$ cat src/rtl/bc_pkg.sv
// bc_pkg: shared widths, state type and pascal-triangle rom for the
// binomial coefficient unit. no dependencies.
`timescale 1ns / 1ps

package bc_pkg;

    localparam int N_W       = 6;   // width of n and k
    localparam int IDX_W     = 5;   // width of the step index and reduced k (at most 31)
    localparam int COEF_W    = 59;  // width of a coefficient
    localparam int PROD_W    = 64;  // width of the intermediate product
    localparam int MUL_STEPS = N_W; // one multiplier bit per cycle
    localparam int ROM_MAX_N = 10;  // rom covers rows 0..10
    localparam int ROM_ROWS  = ROM_MAX_N + 1;
    localparam int ROM_IDX_W = $clog2(ROM_ROWS);

    localparam logic [N_W-1:0] N_TOP  = 6'd63; // top n, formed from row 62
    localparam logic [N_W-1:0] N_LOOP = 6'd62; // row used for top n

    typedef enum logic [2:0] {
        ST_IDLE,
        ST_MUL_GO,
        ST_MUL_WAIT,
        ST_DIV_GO,
        ST_DIV_WAIT,
        ST_FIN
    } bc_state_t;

    localparam logic [7:0] PASCAL_ROM [0:ROM_ROWS-1][0:ROM_ROWS-1] = '{
        '{8'd1, 8'd0,  8'd0,  8'd0,   8'd0,   8'd0,   8'd0,   8'd0,   8'd0,  8'd0,  8'd0},
        '{8'd1, 8'd1,  8'd0,  8'd0,   8'd0,   8'd0,   8'd0,   8'd0,   8'd0,  8'd0,  8'd0},
        '{8'd1, 8'd2,  8'd1,  8'd0,   8'd0,   8'd0,   8'd0,   8'd0,   8'd0,  8'd0,  8'd0},
        '{8'd1, 8'd3,  8'd3,  8'd1,   8'd0,   8'd0,   8'd0,   8'd0,   8'd0,  8'd0,  8'd0},
        '{8'd1, 8'd4,  8'd6,  8'd4,   8'd1,   8'd0,   8'd0,   8'd0,   8'd0,  8'd0,  8'd0},
        '{8'd1, 8'd5,  8'd10, 8'd10,  8'd5,   8'd1,   8'd0,   8'd0,   8'd0,  8'd0,  8'd0},
        '{8'd1, 8'd6,  8'd15, 8'd20,  8'd15,  8'd6,   8'd1,   8'd0,   8'd0,  8'd0,  8'd0},
        '{8'd1, 8'd7,  8'd21, 8'd35,  8'd35,  8'd21,  8'd7,   8'd1,   8'd0,  8'd0,  8'd0},
        '{8'd1, 8'd8,  8'd28, 8'd56,  8'd70,  8'd56,  8'd28,  8'd8,   8'd1,  8'd0,  8'd0},
        '{8'd1, 8'd9,  8'd36, 8'd84,  8'd126, 8'd126, 8'd84,  8'd36,  8'd9,  8'd1,  8'd0},
        '{8'd1, 8'd10, 8'd45, 8'd120, 8'd210, 8'd252, 8'd210, 8'd120, 8'd45, 8'd10, 8'd1}
    };

endpackage

$ cat src/rtl/binomial_coefficient_unit.sv
// binomial_coefficient_unit: top level, step sequencer and output register.
// depends on bc_pkg, bc_mul and bc_div.
`timescale 1ns / 1ps

// Binomial coefficient unit: gives C(n,k) for a 6-bit n and k.
// Input channel s_valid/s_ready carries n and k; result channel
// m_valid/m_ready carries the 59-bit coefficient, one result beat per
// input beat. k above n gives 0; n = 63 gives C(62,k) + C(62,k-1),
// saturated to all ones in 59 bits.
// Small rows (n up to ROM_LIMIT, at most 10), k above n and k equal to
// 0 or n skip the loop: the result is set on the input beat and moves
// to the output register in ST_FIN. Other items run min(k, n-k) steps
// (min(k, 63-k) for n = 63) of acc = acc*(n+1-i)/i; each step runs the
// shift-add multiplier, then the bit-serial divider, which takes most
// of the step. At most 31 steps are run.
// One item is in work at a time; s_ready is high whenever the sequencer
// is idle, also while a finished result waits in the output register.
// If the receiver stalls, a completed item waits until the output
// register is free. Reset clears the sequencer and the output valid.

module binomial_coefficient_unit
    import bc_pkg::*;
#(
    parameter int ROM_LIMIT = 10
) (
    input  logic              aclk,
    input  logic              aresetn,
    input  logic              s_valid,
    output logic              s_ready,
    input  logic [N_W-1:0]    s_n_value,
    input  logic [N_W-1:0]    s_k_value,
    output logic              m_valid,
    input  logic              m_ready,
    output logic [COEF_W-1:0] m_coefficient
);

    localparam logic [N_W-1:0] ROM_TOP =
        N_W'((ROM_LIMIT < ROM_MAX_N) ? ROM_LIMIT : ROM_MAX_N);

    bc_state_t state_reg, state_next;

    logic [N_W-1:0]    n_reg, n_next;
    logic [IDX_W-1:0]  kk_reg, kk_next;
    logic [IDX_W-1:0]  i_reg, i_next;
    logic              top_reg, top_next;
    logic [COEF_W-1:0] acc_reg, acc_next;
    logic [COEF_W-1:0] res_reg, res_next;
    logic              m_valid_reg, m_valid_next;
    logic [COEF_W-1:0] m_coef_reg, m_coef_next;

    logic              in_beat;
    logic              mul_start, div_start, fin_load;
    logic              mul_done, div_done;
    logic [PROD_W-1:0] product, quotient;
    logic [N_W-1:0]    mul_factor;

    // input decode
    logic              k_over, n_top, use_rom, k_zero;
    logic [N_W-1:0]    n_rest, k_min;
    logic [COEF_W-1:0] direct_val;
    logic [COEF_W-1:0] q_val;
    logic [COEF_W:0]   top_sum;
    logic              last_step;

    assign k_over  = (s_k_value > s_n_value);
    assign n_top   = (s_n_value == N_TOP);
    assign use_rom = (s_n_value <= ROM_TOP);
    assign n_rest  = n_top ? (N_TOP - s_k_value) : (s_n_value - s_k_value);
    assign k_min   = (n_rest < s_k_value) ? n_rest : s_k_value;
    assign k_zero  = (k_min == '0);

    always_comb begin
        if (k_over) begin
            direct_val = '0;
        end else if (use_rom) begin
            direct_val = COEF_W'(PASCAL_ROM[s_n_value[ROM_IDX_W-1:0]]
                                           [s_k_value[ROM_IDX_W-1:0]]);
        end else begin
            direct_val = COEF_W'(1);
        end
    end

    assign in_beat    = s_valid && s_ready;
    assign mul_factor = n_reg - N_W'(i_reg) + N_W'(1);
    assign q_val      = quotient[COEF_W-1:0];
    assign top_sum    = {1'b0, q_val} + {1'b0, acc_reg};
    assign last_step  = (i_reg == kk_reg);

    bc_mul u_mul (
        .aclk    (aclk),
        .aresetn (aresetn),
        .start   (mul_start),
        .mcand   (acc_reg),
        .mplier  (mul_factor),
        .done    (mul_done),
        .product (product)
    );

    bc_div u_div (
        .aclk     (aclk),
        .aresetn  (aresetn),
        .start    (div_start),
        .dividend (product),
        .divisor  (i_reg),
        .done     (div_done),
        .quotient (quotient)
    );

    // next state
    always_comb begin
        state_next = state_reg;
        unique case (state_reg)
            ST_IDLE: begin
                if (s_valid) begin
                    if (k_over || use_rom || k_zero) begin
                        state_next = ST_FIN;
                    end else begin
                        state_next = ST_MUL_GO;
                    end
                end
            end
            ST_MUL_GO:   state_next = ST_MUL_WAIT;
            ST_MUL_WAIT: if (mul_done) state_next = ST_DIV_GO;
            ST_DIV_GO:   state_next = ST_DIV_WAIT;
            ST_DIV_WAIT: begin
                if (div_done) begin
                    state_next = last_step ? ST_FIN : ST_MUL_GO;
                end
            end
            ST_FIN: if (!m_valid_reg || m_ready) state_next = ST_IDLE;
            default: state_next = ST_IDLE;
        endcase
    end

    // sequencer outputs
    always_comb begin
        s_ready   = 1'b0;
        mul_start = 1'b0;
        div_start = 1'b0;
        fin_load  = 1'b0;
        unique case (state_reg)
            ST_IDLE:     s_ready = 1'b1;
            ST_MUL_GO:   mul_start = 1'b1;
            ST_MUL_WAIT: ;
            ST_DIV_GO:   div_start = 1'b1;
            ST_DIV_WAIT: ;
            ST_FIN:      fin_load = !m_valid_reg || m_ready;
            default:     ;
        endcase
    end

    // datapath registers
    always_comb begin
        n_next       = n_reg;
        kk_next      = kk_reg;
        i_next       = i_reg;
        top_next     = top_reg;
        acc_next     = acc_reg;
        res_next     = res_reg;
        m_coef_next  = m_coef_reg;
        m_valid_next = m_valid_reg && !m_ready;

        if (in_beat) begin
            n_next   = n_top ? N_LOOP : s_n_value;
            kk_next  = k_min[IDX_W-1:0];
            i_next   = IDX_W'(1);
            top_next = n_top;
            acc_next = COEF_W'(1);
            res_next = direct_val;
        end

        if (state_reg == ST_DIV_WAIT && div_done) begin
            if (last_step) begin
                // top row: sum of two neighbours in row 62, clipped to the field
                if (top_reg) begin
                    res_next = top_sum[COEF_W] ? '1 : top_sum[COEF_W-1:0];
                end else begin
                    res_next = q_val;
                end
            end else begin
                acc_next = q_val;
                i_next   = i_reg + 1'b1;
            end
        end

        if (fin_load) begin
            m_coef_next  = res_reg;
            m_valid_next = 1'b1;
        end
    end

    always_ff @(posedge aclk) begin
        if (!aresetn) begin
            state_reg   <= ST_IDLE;
            m_valid_reg <= 1'b0;
        end else begin
            state_reg   <= state_next;
            m_valid_reg <= m_valid_next;
        end
        n_reg      <= n_next;
        kk_reg     <= kk_next;
        i_reg      <= i_next;
        top_reg    <= top_next;
        acc_reg    <= acc_next;
        res_reg    <= res_next;
        m_coef_reg <= m_coef_next;
    end

    assign m_valid       = m_valid_reg;
    assign m_coefficient = m_coef_reg;

endmodule

$ cat src/rtl/bc_mul.sv
// bc_mul: shift-add multiplier, one bit of the small factor per cycle.
// depends on bc_pkg.
`timescale 1ns / 1ps

module bc_mul
    import bc_pkg::*;
(
    input  logic              aclk,
    input  logic              aresetn,
    input  logic              start,
    input  logic [COEF_W-1:0] mcand,
    input  logic [N_W-1:0]    mplier,
    output logic              done,
    output logic [PROD_W-1:0] product
);

    localparam int CNT_W = $clog2(MUL_STEPS);

    logic              busy_reg, busy_next;
    logic              done_reg, done_next;
    logic [CNT_W-1:0]  cnt_reg, cnt_next;
    logic [PROD_W-1:0] mcand_reg, mcand_next;
    logic [N_W-1:0]    mplier_reg, mplier_next;
    logic [PROD_W-1:0] prod_reg, prod_next;

    always_comb begin
        busy_next   = busy_reg;
        done_next   = 1'b0;
        cnt_next    = cnt_reg;
        mcand_next  = mcand_reg;
        mplier_next = mplier_reg;
        prod_next   = prod_reg;
        if (start) begin
            busy_next   = 1'b1;
            cnt_next    = '0;
            mcand_next  = PROD_W'(mcand);
            mplier_next = mplier;
            prod_next   = '0;
        end else if (busy_reg) begin
            if (mplier_reg[0]) begin
                prod_next = prod_reg + mcand_reg;
            end
            mcand_next  = {mcand_reg[PROD_W-2:0], 1'b0};
            mplier_next = {1'b0, mplier_reg[N_W-1:1]};
            cnt_next    = cnt_reg + 1'b1;
            if (cnt_reg == CNT_W'(MUL_STEPS - 1)) begin
                busy_next = 1'b0;
                done_next = 1'b1;
            end
        end
    end

    always_ff @(posedge aclk) begin
        if (!aresetn) begin
            busy_reg <= 1'b0;
            done_reg <= 1'b0;
            cnt_reg  <= '0;
        end else begin
            busy_reg <= busy_next;
            done_reg <= done_next;
            cnt_reg  <= cnt_next;
        end
        mcand_reg  <= mcand_next;
        mplier_reg <= mplier_next;
        prod_reg   <= prod_next;
    end

    assign done    = done_reg;
    assign product = prod_reg;

endmodule

$ cat src/rtl/bc_div.sv
// bc_div: restoring divider of the 64-bit product by the small step index,
// one quotient bit per cycle. depends on bc_pkg.
`timescale 1ns / 1ps

module bc_div
    import bc_pkg::*;
(
    input  logic              aclk,
    input  logic              aresetn,
    input  logic              start,
    input  logic [PROD_W-1:0] dividend,
    input  logic [IDX_W-1:0]  divisor,
    output logic              done,
    output logic [PROD_W-1:0] quotient
);

    localparam int CNT_W = $clog2(PROD_W);

    logic              busy_reg, busy_next;
    logic              done_reg, done_next;
    logic [CNT_W-1:0]  cnt_reg, cnt_next;
    logic [PROD_W-1:0] shf_reg, shf_next;
    logic [IDX_W-1:0]  rem_reg, rem_next;
    logic [IDX_W-1:0]  dvs_reg, dvs_next;
    logic [IDX_W:0]    trial;
    logic [IDX_W:0]    diff;
    logic              q_bit;

    // partial remainder stays below the divisor, so one extra bit is enough
    assign trial = {rem_reg, shf_reg[PROD_W-1]};
    assign diff  = trial - {1'b0, dvs_reg};
    assign q_bit = (trial >= {1'b0, dvs_reg});

    always_comb begin
        busy_next = busy_reg;
        done_next = 1'b0;
        cnt_next  = cnt_reg;
        shf_next  = shf_reg;
        rem_next  = rem_reg;
        dvs_next  = dvs_reg;
        if (start) begin
            busy_next = 1'b1;
            cnt_next  = '0;
            shf_next  = dividend;
            rem_next  = '0;
            dvs_next  = divisor;
        end else if (busy_reg) begin
            rem_next = q_bit ? diff[IDX_W-1:0] : trial[IDX_W-1:0];
            shf_next = {shf_reg[PROD_W-2:0], q_bit};
            cnt_next = cnt_reg + 1'b1;
            if (cnt_reg == CNT_W'(PROD_W - 1)) begin
                busy_next = 1'b0;
                done_next = 1'b1;
            end
        end
    end

    always_ff @(posedge aclk) begin
        if (!aresetn) begin
            busy_reg <= 1'b0;
            done_reg <= 1'b0;
            cnt_reg  <= '0;
        end else begin
            busy_reg <= busy_next;
            done_reg <= done_next;
            cnt_reg  <= cnt_next;
        end
        shf_reg <= shf_next;
        rem_reg <= rem_next;
        dvs_reg <= dvs_next;
    end

    assign done     = done_reg;
    assign quotient = shf_reg;

endmodule

$ cat config.mk
export PLATFORM = sky130hd
export DESIGN_NAME = binomial_coefficient_unit
export DESIGN_NICKNAME = d
export VERILOG_FILES = /design/src/rtl/bc_pkg.sv /design/src/rtl/binomial_coefficient_unit.sv /design/src/rtl/bc_mul.sv /design/src/rtl/bc_div.sv
export SDC_FILE = /design/constraint.sdc
export NUM_CORES = 1
export LEC_CHECK = 0
export BUFFER_PORTS_ARGS = -buffer_cell sky130_fd_sc_hd__buf_4
export CAP_MARGIN = 30
export CORE_MARGIN = 2
export CORE_UTILIZATION = 50
export CTS_CLUSTER_DIAMETER = 60
export DETAILED_ROUTE_END_ITERATION = 8
export HOLD_SLACK_MARGIN = 0.06
export PLACE_DENSITY = 0.76
export SKIP_LAST_GASP = 1
export SLEW_MARGIN = 20
export SYNTH_ARGS = -nofsm -noshare
export SYNTH_HDL_FRONTEND = slang
export SYNTH_SLANG_ARGS = --single-unit
$ cat constraint.sdc
create_clock -name aclk -period 5 [get_ports aclk]
set_input_delay 1 -clock aclk [delete_from_list [all_inputs] [get_ports aclk]]
set_output_delay 1 -clock aclk [all_outputs]
set_load 0.02 [all_outputs]
==> results.yml, run 1 <==
cts:
  cts.repair.resized: 0
  cts_buffer_depth: 3
  clk_pin_slew_worst_paths_ps: 60
  cts_max_level: 2
  cts_sinks: 419
  root_buffer: "clkbuf_16"
  clk-insertion-delay-late_ps: 590
  cts_setup_buffers: 0
  cts_buffers: 46
  cts_tree: "done"
  cts.hold.buffers_added: 0
finish:
  area_growth_pct: 10.64
  nNetsFinal: 3021
  final_cell_mix: "nand2_1 (793), a21oi_1 (221), dfxtp_1 (214), o21ai_0 (210), edfxtp_1 (205)"
  n_antenna_cell: 0
  layout.cells.most_common: "nand2_1"
  drive_gt1_frac: 0.06942
  fill_cells: 4184
placed_design:
  port_buffers: 76
  gp_congestion: 0.9531
  dp_hpwl_um: 48690
pwr:
  switching_share: 0.3975
  pwr-share-seq: 0.360
  p_leak_nw: 11.24
  p_int_mw: 8.630
  pwr-share-comb: 0.400
  clkPwrFrac: 0.240
  power_density_nw_per_um2: 535.2
  power_switching_mw: 5.694
  ir_worst_vdd_mv: 0.5977
timing:
  maxSlewHeadroom: 0.3480
  period_needed_ps: 4207
  whs_ps: 419.6
  setup_violations: 0
  timing.final.hold_violations: 0
  fmax_ghz: 0.2377
  worst_pin_slew_ps: 974.5
  finalClockSkew_ps: 24.95
  setup-tns-final_ps: 0
  period_share: 0.8414
  slew_viol_final: 0
  rsz0062_at_grt: "no"
routing:
  ant_nets: 0
  via_count: 20920
  finalWirelength_um: 67440
  post-route-drc-count: 0
  drt-initial-drc-count: 1962
  drt_pre_antenna_iters: 5
  vias_per_cell: 5.983
  wl_per_cell_um: 19.29
global_routing:
  grt_usage: 0.2653
  grt_remaining_overflow: 0
  grt_pass1_wl_um: 106900
  grt_max_degree: 81
  antenna_found_initial: 0
  grt_pass1_vias: 19920
floorplanning:
  rows: 80
  io_pins: 77
  fp.dieW_um: 224.0
  core_um2: 47750
  dieArea_um2: 50160
  initial_core_util: 0.5067
  die_y_um: 224.0
worst_setup_path:
  cp.required_ps: 5520
  crit_path_start_kind: "flop"
  path_max_fanout: 32
  critPathArrivalTime_ps: 4730
  endpoint_kind: "flop"
  critPathKind: "flop to flop"
yosys:
  synthDistinctLibCells: 74
  yosys_warnings: 0
  synth.yosys.seq_area_share: 0.4316
  syn_area_per_cell_um2: 8.503
  syn-cell-area_um2: 24190
  ys_ff_latch: 419
  syn_nets: 3023
  async_flop_share: 0
  synth_edf_count: 205
  netlist_instances: 2845
  ys.flop_type: "dfxtp_1"
min_path:
  min_path_type: "flop to flop"
job:
  cap_viol_max_count: 0
run_status:
  outcome: "finished, final reports clean"
==> metal layers <==
| metal | global-route usage | wire [µm] |
|---|---|---|
| met1 | 0.3270 | 27720 |
| met2 | 0.4666 | 33230 |
| met3 | 0.03292 | 3409 |
| met4 | 0.1151 | 3084 |
| met5 | 0 | 0 |
==> cell type report <==
| class | count | area, µm² | share of cell area |
|---|---|---|---|
| Multi-Input combinational cell | 2207 | 12960 | 0.4844 |
| Sequential cell | 419 | 10440 | 0.3901 |
| Clock buffer | 69 | 1331 | 0.04974 |
| Timing Repair Buffer | 102 | 830.8 | 0.03104 |
| Tap cell | 615 | 769.5 | 0.02875 |
| Inverter | 67 | 251.5 | 0.009396 |
| Clock inverter | 17 | 177.7 | 0.006638 |
==> per-stage QoR <==
| stage | cell area, µm² | cells | power, mW | worst slack (ps) | utilization |
|---|---|---|---|---|---|
| final | 26760 | 3496 | 14.32 | 792.9 | 0.5606 |
| after global routing | 26760 | 3496 | 15.17 | 646.8 | 0.5606 |
| after CTS | 26670 | 3492 | 14.20 | 938.7 | 0.5586 |
| after detailed placement | 25160 | 3406 | 10.75 | 707.6 | 0.5270 |
| after global placement | 25160 | 3406 | 10.57 | 685.6 | 0.5270 |
| after floorplan | 24190 | 2845 | 9.275 | 895.3 | - |
==> critical path, cell delays in order (launching register included) <==
cell and delay, ps:
edfxtp_1 430, ha_1 410, and3_1 230, and4_1 200, o21ai_0 250, nand3_1 210, nand2_1 240, o21ai_2 410
a21oi_2 170, o21ai_4 740, buf_4 480, o221ai_1 210, nand2_1 130
==> kinds of logic after synthesis <==
group / count (synthesis) / share of synthesized area
AOI/OAI and AO/OA: 736 / 0.1906
adders and majority gates: 162 / 0.08534
DFF: 419 / 0.4316
buffers and inverters: 219 / 0.03476
xor gates and xnor gates: 118 / 0.04272
and+or+nand+nor: 1169 / 0.2059
muxes: 22 / 0.009103
==> cells in the mapped netlist (8+ instances only) <==
| master | number | area [µm²] |
|---|---|---|
| nand4_1 | 33 | 206.5 |
| o21ai_0 | 210 | 1051 |
| mux2i_1 | 22 | 220.2 |
| edfxtp_1 | 205 | 6156 |
| o31ai_1 | 12 | 90.09 |
| o221ai_1 | 54 | 473.0 |
| buf_2 | 12 | 60.06 |
| a31oi_1 | 19 | 118.9 |
| nor3b_1 | 14 | 105.1 |
| xor2_1 | 51 | 446.7 |
| a21o_1 | 62 | 465.5 |
| clkbuf_1 | 124 | 465.5 |
| nand2b_1 | 25 | 156.4 |
| o211ai_1 | 23 | 172.7 |
| a211oi_1 | 19 | 142.6 |
| o21a_1 | 16 | 120.1 |
| or3_1 | 9 | 56.30 |
| and3_1 | 21 | 131.4 |
| buf_1 | 15 | 56.30 |
| a21boi_0 | 8 | 60.06 |
| dfxtp_1 | 214 | 4284 |
| xnor2_1 | 67 | 586.8 |
| nor3_1 | 30 | 150.1 |
| nand3_1 | 40 | 200.2 |
| nor2b_1 | 24 | 150.1 |
| nor4_1 | 9 | 56.30 |
| nor2_1 | 127 | 476.7 |
| inv_1 | 65 | 244.0 |
| o21bai_1 | 18 | 135.1 |
| ha_1 | 157 | 1964 |
| nand2_1 | 797 | 2992 |
| and2_1 | 11 | 68.82 |
| a21oi_1 | 221 | 1106 |
==> power by group through the flow <==
stage | Sequential [mW] | Combinational (mW) | Clock [mW]
finish | 5.16 | 5.72 | 3.44
global route | 5.23 | 6.34 | 3.60
floorplan | 5.08 | 4.19 | 0
global placement | 5.19 | 5.38 | 0
detailed placement | 5.22 | 5.53 | 0
CTS | 5.16 | 5.57 | 3.47
==> path summary, 6_finish.rpt <==
path	from	endpoint	slack [ps]	depth (start not counted)
min reg2reg	res_reg[50]	m_coefficient[50]	420	0
max reg2reg	u_div.quotient[10]	res_reg[28]	790	12
max	u_div.quotient[10]	res_reg[28]	790	12
min	res_reg[50]	m_coefficient[50]	420	0
(Power assumes the default switching activity.)
==> inputs of run 2 (changes only) <==
==> constraint.sdc (replaced) <==
create_clock -name aclk -period 4 [get_ports aclk]
set_input_delay 0.8 -clock aclk [delete_from_list [all_inputs] [get_ports aclk]]
set_output_delay 0.8 -clock aclk [all_outputs]
set_load 0.02 [all_outputs]
==> results.yml, run 2 (same netlist as run 1, synthesis figures left out) <==
run_status:
  outcome: "finished, final reports clean"
cts:
  cts.hold.buffers_added: 0
  cts_buffers: 45
  cts_tree: "done"
  clk_pin_slew_worst_paths_ps: 60
  cts_setup_buffers: 0
  cts_buffer_depth: 3
  root_buffer: "clkbuf_16"
  cts_max_level: 2
  cts_sinks: 419
  clk-insertion-delay-late_ps: 600
worst_setup_path:
  critPathKind: "flop to flop"
  cpMaxStageDelayCell: "o21ai_4"
  path_cells: "ha_1 > and3_1 > and4_1 > o21ai_0 > nand3_1 > nand2_1 > o21ai_2 > a21oi_2 > o21ai_4 > buf_4 > o221ai_1 > nand2_1"
  endpoint_kind: "flop"
  path_common_cell: "nand2_1"
  crit_path_start_kind: "flop"
  path_max_fanout: 21
  cp.required_ps: 4530
  crit_buf_inv: 1
  critPathTopFamily: "compound AO/OA/AOI/OAI gates"
  regToRegSetupSlack_ps: 190
  critPathArrivalTime_ps: 4340
  slowest_delay_ps: 620
timing:
  setup_violations: 0
  period_share: 0.9524
  maxSlewHeadroom: 0.3685
  setup-tns-final_ps: 0
  rsz0062_at_grt: "no"
  worst_pin_slew_ps: 935.4
  fmax_ghz: 0.2625
  timing.final.hold_violations: 0
  worst_slack_ps: 190.3
  finalClockSkew_ps: 21.41
  slew_viol_final: 0
  period_needed_ps: 3810
placed_design:
  place_ws_ps: 235.8
  dp_hpwl_um: 49620
  place_area_um2: 25350
  gp_congestion: 0.9360
  port_buffers: 76
  dp_cells: 3426
routing:
  drt_pre_antenna_iters: 7
  via_count: 21140
  wl_met2_um: 33580
  ant_nets: 0
  drt-initial-drc-count: 1833
  dr_wl_met3_um: 3375
  wl_met1_um: 28120
  post-route-drc-count: 0
  routed.top_layer: "met4"
  finalWirelength_um: 68630
  wl_per_cell_um: 19.55
  vias_per_cell: 6.022
finish:
  nNetsFinal: 3036
  layout.cells.most_common: "nand2_1"
  final_cell_mix: "nand2_1 (793), a21oi_1 (221), dfxtp_1 (214), o21ai_0 (210), edfxtp_1 (205)"
  n_antenna_cell: 0
  area_growth_pct: 11.06
  drive_gt1_frac: 0.07599
  final_cell_count_no_fill: 3510
  stdcell_area_um2: 26870
  fill_cells: 4224
global_routing:
  grt_pass1_vias: 20380
  grt_usage: 0.2712
  grt_pass1_wl_um: 109100
  grt_remaining_overflow: 0
  grt_max_degree: 126
  antenna_found_initial: 0
floorplanning:
  die_y_um: 224.0
  core_um2: 47750
  initial_core_util: 0.5067
  io_pins: 77
  dieArea_um2: 50160
  fp.dieW_um: 224.0
  rows: 80
pwr:
  ir_worst_vdd_mv: 0.5288
  total_power_mw: 17.94
  p_leak_nw: 11.30
  power_density_nw_per_um2: 667.9
min_path:
  min_path_type: "input port to flop"
job:
  cap_viol_max_count: 0
==> run 2: cell count changes in the layout (fill, tap and decap cells not counted), sizes merged <==
cell / delta
bufinv: +1
clkbuf: -9
clkinvlp: +1
clkinv: +5
buf: +16
==> run 2: area by class of cell <==
class | count | area (µm²) | share of cell area
tap | 615 | 769.5 | 0.02864
sequential | 419 | 10440 | 0.3886
clock buffer | 60 | 1256 | 0.04676
inverter | 67 | 251.5 | 0.009361
clock inverter | 24 | 249.0 | 0.009268
multi-input combinational | 2207 | 12980 | 0.4830
timing repair buffer | 118 | 923.4 | 0.03437
==> run 2: timing repair <==
action | in CTS | in global routing
endpoints found under the setup margin | 0 | 3
hold endpoints to repair | 0 | 0
resized for setup | 0 | 1
==> run 2: worst paths after layout <==
path,startpoint,end,cells past startpoint
worst max-delay path,u_div.quotient[8],res_reg[17],12
worst min-delay path,s_n_value[5],n_reg[5],1
worst max register to register,u_div.quotient[8],res_reg[17],12
worst min register to register,res_reg[28],m_coefficient[28],0
==> run 2: per-layer routing <==
metal  vias to the layer above  track usage
li1                      10110            -
met1                     10080       0.3346
met2                       747       0.4663
met3                       195      0.03214
met4                         0       0.1422
met5                         -            0
==> run 2: metrics by stage <==
step / util / hold WS [ps]
floorplan: - / 408.1
global placement: 0.5309 / 415.7
detailed placement: 0.5309 / 419.0
CTS: 0.5624 / 409.5
global route: 0.5627 / 426.3
finish: 0.5627 / 420.8
==> run 2: worst register-to-register path, cell delays in order, from the launching register on <==
cell and delay, ps:
edfxtp_1 430, ha_1 430, and3_1 240, and4_1 200, o21ai_0 240, nand3_1 190, nand2_1 230, o21ai_2 420
a21oi_2 170, o21ai_4 630, buf_4 290, o221ai_1 180, nand2_1 110
==> run 2: report_power, final <==
part | internal [mW] | total, mW | switching (mW)
Clock | 2.49 | 4.32 | 1.83
Sequential | 5.74 | 6.45 | 0.711
Combinational | 2.53 | 7.17 | 4.64
==> inputs of run 3 (changes only) <==
--- a/config.mk
+++ b/config.mk
@@ -12,7 +12,7 @@
 export CTS_CLUSTER_DIAMETER = 60
 export DETAILED_ROUTE_END_ITERATION = 8
 export HOLD_SLACK_MARGIN = 0.06
-export PLACE_DENSITY = 0.76
+export PLACE_DENSITY_LB_ADDON = 0.08
 export SKIP_LAST_GASP = 1
 export SLEW_MARGIN = 20
 export SYNTH_ARGS = -nofsm -noshare
==> results.yml, run 3 (same netlist as run 1, synthesis figures left out) <==
global_routing:
  grt_pass1_vias: 20250
  grt_pass1_wl_um: 110800
  grt_remaining_overflow: 0
  antenna_found_initial: 0
  grt_usage: 0.2794
  grt_max_degree: 65
cts:
  cts.repair.resized: 0
  clk_pin_slew_worst_paths_ps: 60
  cts_tree: "done"
  cts_buffer_depth: 3
  cts.hold.buffers_added: 0
  cts_max_level: 2
  cts_setup_buffers: 0
  root_buffer: "clkbuf_16"
  cts_sinks: 419
  cts_buffers: 48
  clk-insertion-delay-late_ps: 600
floorplanning:
  fp.dieW_um: 224.0
  die_y_um: 224.0
  initial_core_util: 0.5067
  rows: 80
  core_um2: 47750
  io_pins: 77
  dieArea_um2: 50160
worst_setup_path:
  critPathTopFamily: "compound AO/OA/AOI/OAI gates"
  cpMaxStageDelayCell: "a2111oi_1"
  crit_buf_inv: 1
  cp.required_ps: 4470
  path_cells: "ha_1 > a21oi_1 > o211ai_1 > a2111oi_1 > nor2_1 > nand2_1 > o21ai_2 > a21oi_2 > o21ai_4 > buf_12 > o221ai_1 > nand2_1"
  crit_path_start_kind: "flop"
  path_max_fanout: 59
  reg2reg_to: "res_reg[35]"
  endpoint_kind: "flop"
  path_common_cell: "nand2_1"
  regToRegSetupSlack_ps: 30
  critPathKind: "flop to flop"
  slowest_delay_ps: 640
  rr_worst_depth: 12
  r2r_start: "u_div.quotient[10]"
  critPathArrivalTime_ps: 4440
finish:
  stdcell_area_um2: 26990
  regArea_um2: 10440
  nNetsFinal: 3035
  area_growth_pct: 11.55
  final_cell_mix: "nand2_1 (793), a21oi_1 (221), dfxtp_1 (214), o21ai_0 (210), edfxtp_1 (205)"
  layout.cells.most_common: "nand2_1"
  drive_gt1_frac: 0.07663
  multi_input_area_um2: 12980
  n_antenna_cell: 0
  fill_cells: 4323
  final_util: 0.5652
pwr:
  power_density_nw_per_um2: 677.9
  ir_worst_vdd_mv: 0.5369
  p_leak_nw: 11.35
min_path:
  min_path_type: "flop to flop"
  holdPathEnd: "m_coefficient[27]"
  worstHoldPathCells: 0
  min_from: "res_reg[27]"
timing:
  rsz0062_at_grt: "no"
  setup-tns-final_ps: 0
  worst_pin_slew_ps: 906.8
  period_share: 0.9922
  fmax_ghz: 0.2520
  finalClockSkew_ps: 18.18
  setup_violations: 0
  slew_viol_final: 0
  maxSlewHeadroom: 0.3942
  timing.final.hold_violations: 0
  period_needed_ps: 3969
routing:
  wl_per_cell_um: 20.05
  post-route-drc-count: 0
  vias_per_cell: 5.929
  drt-initial-drc-count: 1652
  via_count: 20820
  drt_pre_antenna_iters: 5
  ant_nets: 0
  finalWirelength_um: 70410
job:
  cap_viol_max_count: 0
placed_design:
  port_buffers: 76
  dp_hpwl_um: 51460
  gp_congestion: 0.9465
  place_area_um2: 25330
run_status:
  outcome: "finished, final reports clean"
run 3: layout make-up:
class,instances,share of cell area
flip-flops and latches,419,0.3869
clock buffers,62,0.04799
inverters,67,0.009319
multi-input cells,2207,0.4809
clock inverters,28,0.01284
repair buffers,114,0.03357
well taps,615,0.02851
run 3: worst register-to-register path: cells and delay by family (launching register included):
family	cells	cell delay, ps
buffers and inverters	1	200
AO/OA/AOI/OAI	7	2280
AND/OR/NAND/NOR	3	570
flip-flops	1	430
adder cells (fa/ha/maj)	1	380
run 3: how the worst max path moves through the flow:
| stage | to | cells past startpoint | from | slack [ps] |
|---|---|---|---|---|
| 2_1_floorplan | kk_reg[0] | 15 | s_k_value[1] | 100 |
| 3_3_place_gp | res_reg[35] | 12 | u_div.quotient[10] | 210 |
| 3_5_place_dp | res_reg[35] | 12 | u_div.quotient[10] | 210 |
| 4_1_cts | res_reg[35] | 12 | u_div.quotient[10] | 150 |
| 5_1_grt | res_reg[35] | 12 | u_div.quotient[4] | 40 |
| 6_report | res_reg[35] | 12 | u_div.quotient[10] | 30 |
run 3: stage by stage:
step	setup slack (ps)	total power, mW	cells	hold slack (ps)
after CTS	152.4	18.31	3512	422.7
after global routing	40.86	19.41	3512	433.8
after global placement	206.4	13.49	3422	412.9
final	31.20	18.29	3512	428.3
after detailed placement	208.7	13.64	3422	416.1
after floorplan	95.27	11.59	2845	408.1
run 3: routing by layer:
layer | global-route usage | part of all wire | vias to the layer above
li1 | - | - | 10140
met1 | 0.3443 | 0.41 | 9929
met2 | 0.4932 | 0.50 | 586
met3 | 0.02650 | 0.040 | 169
met4 | 0.1314 | 0.047 | 0
met5 | 0 | 0 | -
run 3: where the power goes:
part / switching (mW) / leakage (nW) / internal [mW]
Clock: 1.88 / 0.791 / 2.76
Sequential: 0.762 / 3.65 / 5.74
Combinational: 4.63 / 6.91 / 2.53
